## src/rtl/core/assert_macros.svh

```systemverilog
// assertion macros for the rtl file that checks its own logic, the top level
`ifndef ASSERT_MACROS_SVH
`define ASSERT_MACROS_SVH

// property checked at every clock edge outside reset
`define ASSERT_CLK(label, prop, msg) \
	label: assert property (@(posedge clk) disable iff (!arst_n) (prop)) else $error(msg);

// antecedent at one edge implies consequent at the next edge
`define ASSERT_NEXT(label, ante, cons, msg) \
	label: assert property (@(posedge clk) disable iff (!arst_n) (ante) |=> (cons)) else $error(msg);

`endif

```

## src/rtl/core/mbaf_fifo.sv

```systemverilog
// short job queue between the front and the back of the filter
`timescale 1ns / 1ps

module mbaf_fifo #(
	parameter int W     = 8,
	parameter int DEPTH = 4
) (
	input  logic         clk,
	input  logic         arst_n,
	input  logic         push,
	input  logic [W-1:0] data_in,
	output logic         full,
	input  logic         pop,
	output logic [W-1:0] data_out,
	output logic         empty
);

	localparam int P_W = (DEPTH > 1) ? $clog2(DEPTH) : 1;
	localparam int C_W = $clog2(DEPTH + 1);

	logic [W-1:0]   slots_q [DEPTH];
	logic [P_W-1:0] wr_ptr_q;
	logic [P_W-1:0] rd_ptr_q;
	logic [C_W-1:0] count_q;
	logic           do_push;
	logic           do_pop;

	// handshake qualifiers
	assign full     = (count_q == C_W'(DEPTH));
	assign empty    = (count_q == '0);
	assign do_push  = push && !full;
	assign do_pop   = pop && !empty;
	assign data_out = slots_q[rd_ptr_q];

	// pointers and fill count
	always_ff @(posedge clk or negedge arst_n) begin
		if (!arst_n) begin
			wr_ptr_q <= '0;
			rd_ptr_q <= '0;
			count_q  <= '0;
		end else begin
			if (do_push) begin
				wr_ptr_q <= (wr_ptr_q == P_W'(DEPTH - 1)) ? '0 : wr_ptr_q + 1'b1;
			end
			if (do_pop) begin
				rd_ptr_q <= (rd_ptr_q == P_W'(DEPTH - 1)) ? '0 : rd_ptr_q + 1'b1;
			end
			if (do_push && !do_pop) begin
				count_q <= count_q + 1'b1;
			end else if (do_pop && !do_push) begin
				count_q <= count_q - 1'b1;
			end
		end
	end

	// storage
	always_ff @(posedge clk) begin
		if (do_push) begin
			slots_q[wr_ptr_q] <= data_in;
		end
	end

endmodule

```

## config.mk

```make
export PLATFORM = sky130hd
export DESIGN_NAME = mbaf_fifo
export DESIGN_NICKNAME = d
export VERILOG_FILES = /design/src/rtl/core/assert_macros.svh /design/src/rtl/core/mbaf_fifo.sv
export SDC_FILE = /design/constraint.sdc
export NUM_CORES = 1
export LEC_CHECK = 0
export ABC_CLOCK_PERIOD_IN_PS = 1700
export BUFFER_PORTS_ARGS = -buffer_cell sky130_fd_sc_hd__buf_2
export CAP_MARGIN = 20
export CORE_ASPECT_RATIO = 1.1
export CORE_MARGIN = 3
export CORE_UTILIZATION = 40
export CTS_BUF_LIST = sky130_fd_sc_hd__clkbuf_4 sky130_fd_sc_hd__clkbuf_8
export CTS_CLUSTER_SIZE = 25
export DETAILED_ROUTE_END_ITERATION = 10
export SYNTH_ARGS = -nofsm -noshare
export SYNTH_HDL_FRONTEND = slang
export SYNTH_SLANG_ARGS = --single-unit
```

## constraint.sdc

```tcl
create_clock -name clk -period 1.7 [get_ports clk]
set_input_delay 0.17 -clock clk [delete_from_list [all_inputs] [get_ports clk]]
set_output_delay 0.17 -clock clk [all_outputs]
set_load 0.02 [all_outputs]
```

==> out/metrics.yaml <==
tightest_slew_ns: 0.458
antenna_found_initial: 0
wl_per_cell_um: 15.6
cp_top_family: "adder cells"
critPathSlowestCell: "dfrtp_2"
cts.path.max_buffers: 2
crit_type: "flop to flop"
root_buffer: "clkbuf_8"
syn-num-nets: 98
syn_inst: 79
place_congestion: 0.770
synth.distinct_cells: 19
crit_required_ns: 1.87
worst_slack_ns: -0.130
status: "finished with violations"
grt_usage: 0.133
drive_gt1_frac: 0.567
async_flop_share: 0.179
ys_ff_latch: 39
firstDrtPassIters: 2
yosys-top-cells-area: "edfxtp_1, mux4_2, dfrtp_1, ha_1, mux2_4"
drc: 0
globalRouteMet1Util: 0.150
vias_per_cell: 4.72
relSlewSlack: 0.694
violations: "setup timing"
overflow: 0
hold_path.class: "primary input to flop"
grt_util_met2: 0.231
finalMaxSlewViolations: 0
pin_count: 22
initial_core_util: 0.429
fmax_ghz: 0.546
cp.arrival_ns: 2.00
crit_path_start_kind: "flop"
busiest_layer: "met2"
synth_edf_count: 32
htree_levels: 2
fin_nets: 145
max_stage_delay_ns: 0.45
synth_area_mm2: 0.00162
finalClockSkew_ns: 0.00452
num_vias: 836
avgSynthCellArea_um2: 20.5
grtUsageMet3: 0.0431
hold-worst-slack_ns: 0.0969
period_share: 1.08
final_cells: 177
cp_num_buf_inv: 1
drt-initial-drc-count: 53
grt_max_degree: 13
seq_area_frac_synth: 0.702
routed_wl_um: 2770
clk_latency_ns: 0.28
power_density_mw_per_mm2: 1780
diodes: 0
cp_max_fo: 3
postPlaceCellArea_mm2: 0.00195
yosysWarnings: 0
cts_inserted_buffers: 5
crit_chain: "nor3b_4, nor2b_4, ha_4, inv_2, fa_2, mux2_4"
die_x_um: 66.6
drv_cap: 0
die_h_um: 72.7
final_area_mm2: 0.00214
rows: 23
synth_top_cell_by_area: "edfxtp_1"
yosys-top-cells-count: "edfxtp_1, mux4_2, dfrtp_1"
clk_transition_reported_paths_ns: 0.07
grt_pass1_wl_um: 4500
grt_pass1_vias: 949
setup_viol: 12
synth.most_common_cell: "edfxtp_1"
fin_crit_ns: 1.83
dp_hpwl_um: 1900
portBuffers: 21
dpl.cell_count: 161
tritoncts: "built"
synth_top_area_frac: 0.594
die-area_mm2: 0.00484
ir_worst_vdd_mv: 0.889
antenna_left: 0
setup_tns_ns: -0.335
syn_to_final_growth_pct: 32.5
cts.sinks: 39
core_area_mm2: 0.00377
final_hold_viol_count: 0
leakage_nw: 0.842
worstSetupEndpointType: "flop"
synth-main-ff-cell: "edfxtp_1"
rsz0062_at_grt: "yes"
-- per-stage QoR --
stage / setup slack [ns] / power [W] / util
finish: -0.130 / 0.00382 / 0.569
global route: -0.211 / 0.00407 / 0.569
CTS: -0.109 / 0.00371 / 0.554
detailed placement: -0.120 / 0.00304 / 0.518
global placement: -0.0669 / 0.00297 / 0.518
floorplan: -0.251 / 0.00242 / -
-- state kept, by name (all words and copies together) (netlist names) --
signal and count:
count_q 3, rd_ptr_q 2, wr_ptr_q 2, slots_q 32
-- layer usage --
metal | vias to the layer above | wire length (um)
met5 | - | 0
met4 | 0 | 49
met3 | 5 | 124
met2 | 19 | 1500
met1 | 418 | 1090
li1 | 394 | -
-- cell families after synthesis --
kind of cell / synth area share
and+or+nand+nor: 0.0549
adders and majority gates: 0.0588
muxes: 0.155
DFF: 0.702
xor gates and xnor gates: 0.0162
buffers and inverters: 0.0124
-- worst reg2reg max path, cell delays in order, from the launching register on --
cell,delay [ns]
dfrtp_2,0.45
nor3b_4,0.28
nor2b_4,0.08
ha_4,0.16
inv_2,0.05
fa_2,0.42
mux2_4,0.27
-- area by class of cell --
cell class	instances	area [um2]
clock buffer	5	68.8
multi-input combinational	35	499
clock inverter	3	15.0
sequential	39	1140
inverter	3	11.3
tap	50	62.6
timing repair buffer	42	348
fill	301	1630
-- report_power, final --
group | internal (W) | total [W] | leakage, nW | switching (W)
clock network | 0.000278 | 0.000577 | 0.0392 | 0.000299
logic | 0.00102 | 0.00175 | 0.430 | 0.000730
registers | 0.00130 | 0.00149 | 0.373 | 0.000187
total | 0.00260 | 0.00382 | 0.842 | 0.00122
-- cells in the final DEF, fill, tap and decap left out, drive strengths merged, types with 2 or more instances in the layout --
cell type,n
and2,3
buf,41
clkbuf,5
clkinv,2
dfrtp,7
edfxtp,32
ha,6
inv,3
mux2,5
mux4,8
nor2,4
xor2,2
-- worst paths after layout --
kind | startpoint | end | slack (ns) | cells past startpoint
max | count_q[0]$_DFFE_PN0P_ | count_q[1]$_DFFE_PN0P_ | -0.13 | 6
min reg2reg | wr_ptr_q[1]$_DFFE_PN0P_ | wr_ptr_q[1]$_DFFE_PN0P_ | 0.59 | 1
min | data_in[2] | slots_q[2][2]$_DFFE_PP_ | 0.1 | 1
max in group asynchronous | arst_n | count_q[1]$_DFFE_PN0P_ | 1.27 | 2
min in group asynchronous | arst_n | count_q[0]$_DFFE_PN0P_ | 0.25 | 2
max reg2reg | count_q[0]$_DFFE_PN0P_ | count_q[1]$_DFFE_PN0P_ | -0.13 | 6
-- repair_timing --
item | in CTS | in global routing
setup endpoints to repair | 5 | 10
pin swaps | 3 | 3
buffers inserted | 5 | 2
hold buffers | 1 | 0
hold endpoints to repair | 7 | 0
cloned | 0 | 0
gates resized for setup | 2 | 13
No activity file was read; power rests on OpenSTA's default activity.
