===== config.mk =====
export PLATFORM = sky130hd
export DESIGN_NAME = mbaf_front
export DESIGN_NICKNAME = d
export VERILOG_FILES = /design/src/rtl/core/assert_macros.svh /design/src/rtl/core/mbaf_pkg.sv /design/src/rtl/core/mbaf_front.sv
export SDC_FILE = /design/constraint.sdc
export NUM_CORES = 1
export LEC_CHECK = 0
export BUFFER_PORTS_ARGS = -buffer_cell sky130_fd_sc_hd__buf_2
export CAP_MARGIN = 0
export CORE_MARGIN = 2
export CORE_UTILIZATION = 60
export CTS_CLUSTER_SIZE = 8
export DETAILED_ROUTE_END_ITERATION = 8
export PLACE_DENSITY = 0.89
export SLEW_MARGIN = 40
export SYNTH_ARGS = -nofsm -noshare
export SYNTH_HDL_FRONTEND = slang
export SYNTH_SLANG_ARGS = --single-unit

===== constraint.sdc =====
create_clock -name clk -period 28 [get_ports clk]
set_input_delay 2.8 -clock clk [delete_from_list [all_inputs] [get_ports clk]]
set_output_delay 2.8 -clock clk [all_outputs]
set_load 0.005 [all_outputs]

===== src/rtl/core/assert_macros.svh =====
// assertion macros for the rtl file that checks its own logic, the top level
`ifndef ASSERT_MACROS_SVH
`define ASSERT_MACROS_SVH

// property checked at every clock edge outside reset
`define ASSERT_CLK(label, prop, msg) \
	label: assert property (@(posedge clk) disable iff (!arst_n) (prop)) else $error(msg);

// antecedent at one edge implies consequent at the next edge
`define ASSERT_NEXT(label, ante, cons, msg) \
	label: assert property (@(posedge clk) disable iff (!arst_n) (ante) |=> (cons)) else $error(msg);

`endif


===== src/rtl/core/mbaf_pkg.sv =====
// types and constants of the masked box average filter
`timescale 1ns / 1ps

package mbaf_pkg;

	localparam int PIX_W     = 8;
	localparam int ROW_W     = 11;
	localparam int OUT_COL_W = 11;
	localparam int AVG_W     = 16;
	localparam int JOB_DEPTH = 4;

	localparam logic [11:0] MAX_ROWS     = 12'd2048;
	localparam logic [3:0]  RADIUS_RESET = 4'd2;
	localparam logic [11:0] WIDTH_RESET  = 12'd2048;
	localparam logic [11:0] HEIGHT_RESET = 12'd2048;

	typedef enum logic [1:0] {
		REG_RADIUS       = 2'd0,
		REG_FRAME_WIDTH  = 2'd1,
		REG_FRAME_HEIGHT = 2'd2
	} reg_index_t;

	typedef struct packed {
		logic [PIX_W-1:0] pixel;
		logic             pixel_ok;
		logic             frame_start;
	} in_beat_t;

	typedef struct packed {
		logic [AVG_W-1:0]     average;
		logic [OUT_COL_W-1:0] centre_column;
		logic [ROW_W-1:0]     centre_row;
	} out_beat_t;

	typedef struct packed {
		logic [3:0]  radius;
		logic [11:0] frame_width;
		logic [11:0] frame_height;
	} cfg_t;

	typedef enum logic [1:0] {
		F_IDLE,
		F_SUM,
		F_WRITE
	} front_state_t;

	typedef enum logic [2:0] {
		B_IDLE,
		B_READ,
		B_DRAIN,
		B_LOAD,
		B_DIV,
		B_OUT
	} back_state_t;

endpackage


===== src/rtl/core/mbaf_front.sv =====
// front: accepts pixels, tracks position, forms horizontal window sums
`timescale 1ns / 1ps

module mbaf_front import mbaf_pkg::*; #(
	parameter int MAX_WIDTH  = 2048,
	parameter int MAX_RADIUS = 15,
	localparam int RING   = 2 * MAX_RADIUS + 1,
	localparam int SLOT_W = $clog2(RING),
	localparam int COL_W  = $clog2(MAX_WIDTH),
	localparam int R_W    = $clog2(MAX_RADIUS + 1),
	localparam int HS_W   = $clog2(RING * 255 + 1),
	localparam int HC_W   = $clog2(RING + 1),
	localparam int E_W    = HS_W + HC_W
) (
	input  logic              clk,
	input  logic              arst_n,
	input  logic              push,
	output logic              full,
	input  in_beat_t          item,
	input  cfg_t              cfg,
	output logic              wr_en,
	output logic [SLOT_W-1:0] wr_slot,
	output logic [COL_W-1:0]  wr_col,
	output logic [E_W-1:0]    wr_data,
	output logic              job_push,
	input  logic              job_full,
	input  logic              job_empty,
	input  logic              back_reading,
	output logic [COL_W-1:0]  job_col,
	output logic [ROW_W-1:0]  job_row,
	output logic [SLOT_W-1:0] job_slot,
	output logic [R_W-1:0]    job_r,
	output logic              job_clr
);

	localparam int GROUPS = (RING + 7) / 8;
	localparam int WW     = $clog2(MAX_WIDTH + 1);

	front_state_t      state_q, state_d;
	logic [COL_W-1:0]  col_q;
	logic [ROW_W-1:0]  row_q;
	logic [SLOT_W-1:0] slot_q;
	logic              clr_pend_q;
	logic [8:0]        taps_q [RING];

	logic [COL_W-1:0]  col_s1;
	logic [ROW_W-1:0]  row_s1;
	logic [SLOT_W-1:0] slot_s1;
	logic [R_W-1:0]    r_s1;
	logic              wr_ok_s1;
	logic              job_ok_s1;
	logic [HS_W-1:0]   psum_s2 [GROUPS];
	logic [HC_W-1:0]   pcnt_s2 [GROUPS];

	logic [R_W-1:0]    r;
	logic [WW-1:0]     w;
	logic [11:0]       h;
	logic              accept;
	logic [COL_W-1:0]  col_cur, col_nx;
	logic [ROW_W-1:0]  row_cur, row_nx;
	logic [SLOT_W-1:0] slot_cur, slot_nx;
	logic              wr_ok, job_ok;
	logic [HS_W-1:0]   psum_d [GROUPS];
	logic [HC_W-1:0]   pcnt_d [GROUPS];
	logic [HS_W-1:0]   hs;
	logic [HC_W-1:0]   hc;
	logic              store_free;
	logic              leave_write;

	// effective geometry
	always_comb begin
		if (32'(cfg.radius) > MAX_RADIUS) begin
			r = R_W'(MAX_RADIUS);
		end else begin
			r = R_W'(cfg.radius);
		end
		if (cfg.frame_width == '0) begin
			w = WW'(1);
		end else if (32'(cfg.frame_width) > MAX_WIDTH) begin
			w = WW'(MAX_WIDTH);
		end else begin
			w = WW'(cfg.frame_width);
		end
		if (cfg.frame_height == '0) begin
			h = 12'd1;
		end else if (cfg.frame_height > MAX_ROWS) begin
			h = MAX_ROWS;
		end else begin
			h = cfg.frame_height;
		end
	end

	// position of the incoming pixel and of the next one
	always_comb begin
		accept   = push && (state_q == F_IDLE);
		col_cur  = item.frame_start ? '0 : col_q;
		row_cur  = item.frame_start ? '0 : row_q;
		slot_cur = item.frame_start ? '0 : slot_q;
		wr_ok    = (32'(col_cur) >= 2 * 32'(r)) && (32'(col_cur) < 32'(w));
		job_ok   = wr_ok && (32'(row_cur) >= 2 * 32'(r)) && (32'(row_cur) < 32'(h));
		col_nx   = col_cur;
		row_nx   = row_cur;
		slot_nx  = slot_cur;
		if (32'(col_cur) + 1 >= 32'(w)) begin
			col_nx = '0;
			if (32'(row_cur) + 1 >= 32'(h)) begin
				row_nx  = '0;
				slot_nx = '0;
			end else begin
				row_nx  = row_cur + 1'b1;
				slot_nx = (slot_cur == SLOT_W'(RING - 1)) ? '0 : slot_cur + 1'b1;
			end
		end else begin
			col_nx = col_cur + 1'b1;
		end
	end

	// partial window sums in groups of eight taps
	always_comb begin
		for (int g = 0; g < GROUPS; g++) begin
			psum_d[g] = '0;
			pcnt_d[g] = '0;
		end
		for (int k = 0; k < RING; k++) begin
			if (k <= 2 * int'(r_s1)) begin
				psum_d[k >> 3] = psum_d[k >> 3] + HS_W'(taps_q[k][7:0]);
				pcnt_d[k >> 3] = pcnt_d[k >> 3] + HC_W'(taps_q[k][8]);
			end
		end
	end

	// final horizontal sum
	always_comb begin
		hs = '0;
		hc = '0;
		for (int g = 0; g < GROUPS; g++) begin
			hs = hs + psum_s2[g];
			hc = hc + pcnt_s2[g];
		end
	end

	// sequencer; a store write waits until no queued or active job can still read the store
	always_comb begin
		state_d     = state_q;
		store_free  = job_empty && !back_reading;
		leave_write = (!job_ok_s1 || !job_full) && (!wr_ok_s1 || store_free);
		unique case (state_q)
			F_IDLE: begin
				if (accept) begin
					state_d = F_SUM;
				end
			end
			F_SUM: begin
				state_d = F_WRITE;
			end
			F_WRITE: begin
				if (leave_write) begin
					state_d = F_IDLE;
				end
			end
			default: begin
				state_d = F_IDLE;
			end
		endcase
	end

	assign full     = (state_q != F_IDLE);
	assign wr_en    = (state_q == F_WRITE) && wr_ok_s1 && leave_write;
	assign wr_slot  = slot_s1;
	assign wr_col   = col_s1;
	assign wr_data  = {hs, hc};
	assign job_push = (state_q == F_WRITE) && job_ok_s1 && leave_write;
	assign job_col  = col_s1;
	assign job_row  = row_s1;
	assign job_slot = slot_s1;
	assign job_r    = r_s1;
	assign job_clr  = clr_pend_q;

	// control state
	always_ff @(posedge clk or negedge arst_n) begin
		if (!arst_n) begin
			state_q    <= F_IDLE;
			col_q      <= '0;
			row_q      <= '0;
			slot_q     <= '0;
			clr_pend_q <= 1'b0;
		end else begin
			state_q <= state_d;
			if (accept) begin
				col_q  <= col_nx;
				row_q  <= row_nx;
				slot_q <= slot_nx;
			end
			if (accept && item.frame_start) begin
				clr_pend_q <= 1'b1;
			end else if (job_push) begin
				clr_pend_q <= 1'b0;
			end
		end
	end

	// pixel line and per-pixel stage registers
	always_ff @(posedge clk) begin
		if (accept) begin
			taps_q[0] <= {item.pixel_ok, item.pixel_ok ? item.pixel : {PIX_W{1'b0}}};
			for (int k = 1; k < RING; k++) begin
				taps_q[k] <= taps_q[k-1];
			end
			col_s1    <= col_cur;
			row_s1    <= row_cur;
			slot_s1   <= slot_cur;
			r_s1      <= r;
			wr_ok_s1  <= wr_ok;
			job_ok_s1 <= job_ok;
		end
		if (state_q == F_SUM) begin
			for (int g = 0; g < GROUPS; g++) begin
				psum_s2[g] <= psum_d[g];
				pcnt_s2[g] <= pcnt_d[g];
			end
		end
	end

endmodule


==> impl_results.html <==
<table>
<tr><th>Metric</th><th>Value</th></tr>
<tr><th colspan="2">Global routing</th></tr>
<tr><td>Via count of the first global-routing pass</td><td>23,800</td></tr>
<tr><td>First-pass GRT wire length</td><td>120,000 um</td></tr>
<tr><td>Total global routing overflow</td><td>0</td></tr>
<tr><td>Largest net degree at the start of global routing</td><td>123</td></tr>
<tr><td>Gr usage total</td><td>28.0%</td></tr>
<tr><td>Number of antenna violations at the first check in global routing</td><td>5</td></tr>
<tr><th colspan="2">Detailed routing</th></tr>
<tr><td>1st-pass router iterations</td><td>6</td></tr>
<tr><td>Via density per instance</td><td>6.20</td></tr>
<tr><td>Residual antenna-violating net count after detailed routing</td><td>0</td></tr>
<tr><td>Sum of routed wire length over all layers</td><td>74,200 um</td></tr>
<tr><td>Wire per inst</td><td>19.9 um</td></tr>
<tr><td>Post-route DRC violation count</td><td>0</td></tr>
<tr><td>Total number of vias</td><td>23,100</td></tr>
<tr><td>Iter 0 DRT Violations</td><td>1,685</td></tr>
<tr><th colspan="2">CTS</th></tr>
<tr><td>Maximum buffer depth of the clock tree</td><td>3</td></tr>
<tr><td>Post-cts repair resize count</td><td>0</td></tr>
<tr><td>Number of buffers added by the clock tree synthesis step</td><td>58</td></tr>
<tr><td>Hold_buf cts</td><td>0</td></tr>
<tr><td>Buffer count from post-CTS setup fixing</td><td>0</td></tr>
<tr><td>Number of sinks handled by clock tree synthesis</td><td>just over 400</td></tr>
<tr><td>Source-to-sink clock delay at the later pin of the worst-skew pair</td><td>0.62 ns</td></tr>
<tr><td>Clock Root Buffer</td><td>clkbuf_16</td></tr>
<tr><td>CTS tree</td><td>yes</td></tr>
<tr><td># H-tree levels</td><td>2</td></tr>
<tr><td>Clock-pin slew on the worst setup and hold paths</td><td>0.05 ns</td></tr>
<tr><th colspan="2">Hold path</th></tr>
<tr><td>Type of the most critical hold path</td><td>register to register</td></tr>
<tr><td>Worst hold path startpoint</td><td>taps_q[0][36]$_DFFE_PP_</td></tr>
<tr><td>Worst hold path endpoint</td><td>taps_q[0][45]$_DFFE_PP_</td></tr>
<tr><td>WHS Path Cells</td><td>0</td></tr>
<tr><th colspan="2">STA</th></tr>
<tr><td>Final max-slew violation count</td><td>0</td></tr>
<tr><td>Setup clock skew after layout</td><td>0.0182 ns</td></tr>
<tr><td>Worst Tran Pin Value</td><td>0.867 ns</td></tr>
<tr><td>Upper clock frequency limit</td><td>0.109 GHz</td></tr>
<tr><td>Relative max-transition margin</td><td>a little over 40%</td></tr>
<tr><td>Fin. Hold Viols</td><td>0</td></tr>
<tr><td>Post-route setup TNS</td><td>0 ns</td></tr>
<tr><td>Final period util</td><td>32.8%</td></tr>
<tr><td>Post-layout minimum cycle time</td><td>9.19 ns</td></tr>
<tr><td>Unrepaired setup endpoints after global routing</td><td>no</td></tr>
<tr><td>Tightest hold margin</td><td>0.441 ns</td></tr>
<tr><td>Final count of negative-setup-slack endpoints</td><td>0</td></tr>
<tr><th colspan="2">Synth</th></tr>
<tr><td>Cell Area, Synth</td><td>30,500 sq um</td></tr>
<tr><td>Portion of netlist area occupied by mux cells</td><td>between 1 and 1.5%</td></tr>
<tr><td>Post-Synthesis Cells</td><td>2,925</td></tr>
<tr><td>Yosys warnings</td><td>0</td></tr>
<tr><td>Post-synth top cells</td><td>edfxtp_1, ha_1, nand2_1</td></tr>
<tr><td>Post-synth ARST share</td><td>7.25%</td></tr>
<tr><td>Synthesized-area fraction occupied by xor and xnor cells</td><td>7.03%</td></tr>
<tr><td>Avg Inst Size Synth</td><td>10.4 sq um</td></tr>
<tr><td>Post-synthesis cell type with the largest combined area</td><td>edfxtp_1</td></tr>
<tr><td>Post-synthesis adder-cell area fraction</td><td>17.9%</td></tr>
<tr><td>Sequential area share after synthesis</td><td>40.3%</td></tr>
<tr><td>Main combinational cell family by area after synthesis</td><td>adder cells</td></tr>
<tr><td>Distinct cell type count of the synthesized netlist</td><td>99</td></tr>
<tr><td>Net count after synthesis</td><td>3,368</td></tr>
<tr><td>Register bit count reported by yosys</td><td>just over 400</td></tr>
<tr><td>Most numerous cell in the Yosys netlist</td><td>edfxtp_1</td></tr>
<tr><td>Area share of the largest cell type after synthesis</td><td>37.8%</td></tr>
<tr><td>Area share of and/or/nand/nor cells after synthesis</td><td>13.2%</td></tr>
<tr><td>Dominant register cell in the synthesized netlist</td><td>edfxtp_1</td></tr>
<tr><td>EDFF count, synth</td><td>384</td></tr>
<tr><td>Synthesized-area fraction occupied by ao, oa, aoi and oai cells</td><td>17.3%</td></tr>
<tr><td>Cell types with the largest area share after synthesis</td><td>edfxtp_1, ha_1, xnor2_1</td></tr>
<tr><th colspan="2">Setup path</th></tr>
<tr><td>Crit Path Class</td><td>register to register</td></tr>
<tr><td>Depth of the worst register-to-register path</td><td>40</td></tr>
<tr><td>Highest net fanout along the worst path</td><td>16</td></tr>
<tr><td>Startpoint of the lowest-slack register-to-register path</td><td>job_r[2]$_DFFE_PP_</td></tr>
<tr><td>Critical Path Start Type</td><td>register</td></tr>
<tr><td>Arrival time worst endpoint</td><td>9.54 ns</td></tr>
<tr><td>Crit path required time</td><td>28.35 ns</td></tr>
<tr><td>Most frequent cell on the critical path</td><td>ha_1</td></tr>
<tr><td>Register-to-register setup slack</td><td>about 19 ns</td></tr>
<tr><td>Element type at the critical path end</td><td>register</td></tr>
<tr><td>Start point of the critical path</td><td>job_r[2]$_DFFE_PP_</td></tr>
<tr><td>Crit path largest cell delay</td><td>0.60 ns</td></tr>
<tr><td>Crit-path slowest cell</td><td>edfxtp_1</td></tr>
<tr><td>Reg-to-reg endpoint</td><td>psum_s2[1][11]$_DFFE_PN_</td></tr>
<tr><th colspan="2">Final layout</th></tr>
<tr><td>Area added between synthesis and finish</td><td>9.19%</td></tr>
<tr><td>Fin nets</td><td>between 3,000 and 4,000</td></tr>
<tr><td>Share of final-layout standard cells stronger than drive strength 1</td><td>9.39%</td></tr>
<tr><td>Final instance area</td><td>33,300 sq um</td></tr>
<tr><td>Antenna Diode Count</td><td>0</td></tr>
<tr><td>Utilization of the core after routing</td><td>66.4%</td></tr>
<tr><th colspan="2">Place</th></tr>
<tr><td>PortBufs</td><td>112</td></tr>
<tr><td>Placed wire-length estimate after detailed placement</td><td>55,300 um</td></tr>
<tr><td>Post-placement cell area</td><td>around 32,000 sq um</td></tr>
<tr><td>RD Place Congestion</td><td>0.921</td></tr>
<tr><th colspan="2">Die</th></tr>
<tr><td>Area of the die</td><td>52,600 sq um</td></tr>
<tr><td>Core Area</td><td>50,200 sq um</td></tr>
<tr><td>Initial Util</td><td>60.8%</td></tr>
<tr><td>IO Pins</td><td>approximately 110</td></tr>
<tr><td>Num rows</td><td>82</td></tr>
<tr><td>Chip height</td><td>229 um</td></tr>
<tr><td>Die width</td><td>roughly 230 um</td></tr>
<tr><th colspan="2">Status</th></tr>
<tr><td>Status</td><td>finished clean</td></tr>
<tr><th colspan="2">Flow run</th></tr>
<tr><td>Max capacitance violation total</td><td>0</td></tr>
</table>
==> cells in the final DEF, fill, tap and decap left out, types with 30 or more instances in the layout <==
| master | n |
|---|---|
| fa_1 | 59 |
| inv_1 | 159 |
| buf_2 | 112 |
| o21ai_0 | 171 |
| o21a_1 | 86 |
| nor2b_1 | 64 |
| a21oi_1 | 165 |
| nor2_1 | 168 |
| nand2b_1 | 41 |
| and2_1 | 80 |
| clkbuf_16 | 59 |
| o21bai_1 | 36 |
| nand3_1 | 49 |
| nand2_1 | 251 |
| a21o_1 | 146 |
| xnor2_1 | 149 |
| edfxtp_1 | 384 |
| nor3_1 | 44 |
| dfrtp_1 | 30 |
| ha_1 | 340 |
| xor2_1 | 81 |
==> layout make-up <==
class,instances,area (sq um)
Clock buffer,75,1540
Fill cell,3622,16900
Inverter,160,613
Timing Repair Buffer,138,767
Sequential cell,414,12300
Clock inverter,2,17.5
Multi-Input combinational cell,2266,17200
Tap cell,672,841
==> metrics by stage <==
| step | instances | setup WS (ns) |
|---|---|---|
| floorplan | 2925 | 15.58 |
| global placement | 3650 | 19.10 |
| detailed placement | 3650 | 18.85 |
| CTS | 3727 | 18.80 |
| global route | 3727 | 18.15 |
| finish | 3727 | 18.81 |
==> how the worst max path moves through the flow <==
stage / endpoint / depth (start not counted)
global placement: psum_s2[2][11]$_DFFE_PN_ / 43
finish: psum_s2[1][11]$_DFFE_PN_ / 40
global route: psum_s2[2][11]$_DFFE_PN_ / 43
detailed placement: psum_s2[2][11]$_DFFE_PN_ / 40
floorplan: job_col[0]$_DFFE_PP_ / 3
CTS: psum_s2[2][11]$_DFFE_PN_ / 40
==> flip-flops by register name, summed over array words and instances (netlist names), 5 cells and up <==
register and cells:
job_col 11, row_q 11, slot_q 5, taps_q 279
job_slot 5, col_q 11, pcnt_s2 20, job_row 11
psum_s2 52
==> per-layer routing <==
layer  up-vias  GRT usage (%)  share of wire (%)
met5         -              0              0.018
met2       785           50.0                 50
li1      10800              -                  -
met4         2           11.6                3.8
met3       199           3.77                5.9
met1     11300           34.0                 40
==> kinds of logic (layout without fill, tap and decap cells) <==
logic type	Yosys count	after routing
muxes	30	30
AOI/OAI and AO/OA	785	785
adders and majority gates	402	402
other	1	1
xor gates and xnor gates	238	238
DFF	414	414
and+or+nand+nor	810	810
buffers and inverters	245	375
==> critical path: cells and delay by family, from the launching register on <==
family,cells,cell delay (ns)
AND/OR/NAND/NOR,10,1.95
XOR/XNOR,2,0.23
buffers and inverters,1,0.31
adder cells (fa/ha/maj),8,2.65
flip-flops,1,0.60
AO/OA/AOI/OAI,19,3.20
Power is not shown: default switching activity piles up to over one toggle a cycle in this logic, so the estimate is an artifact.
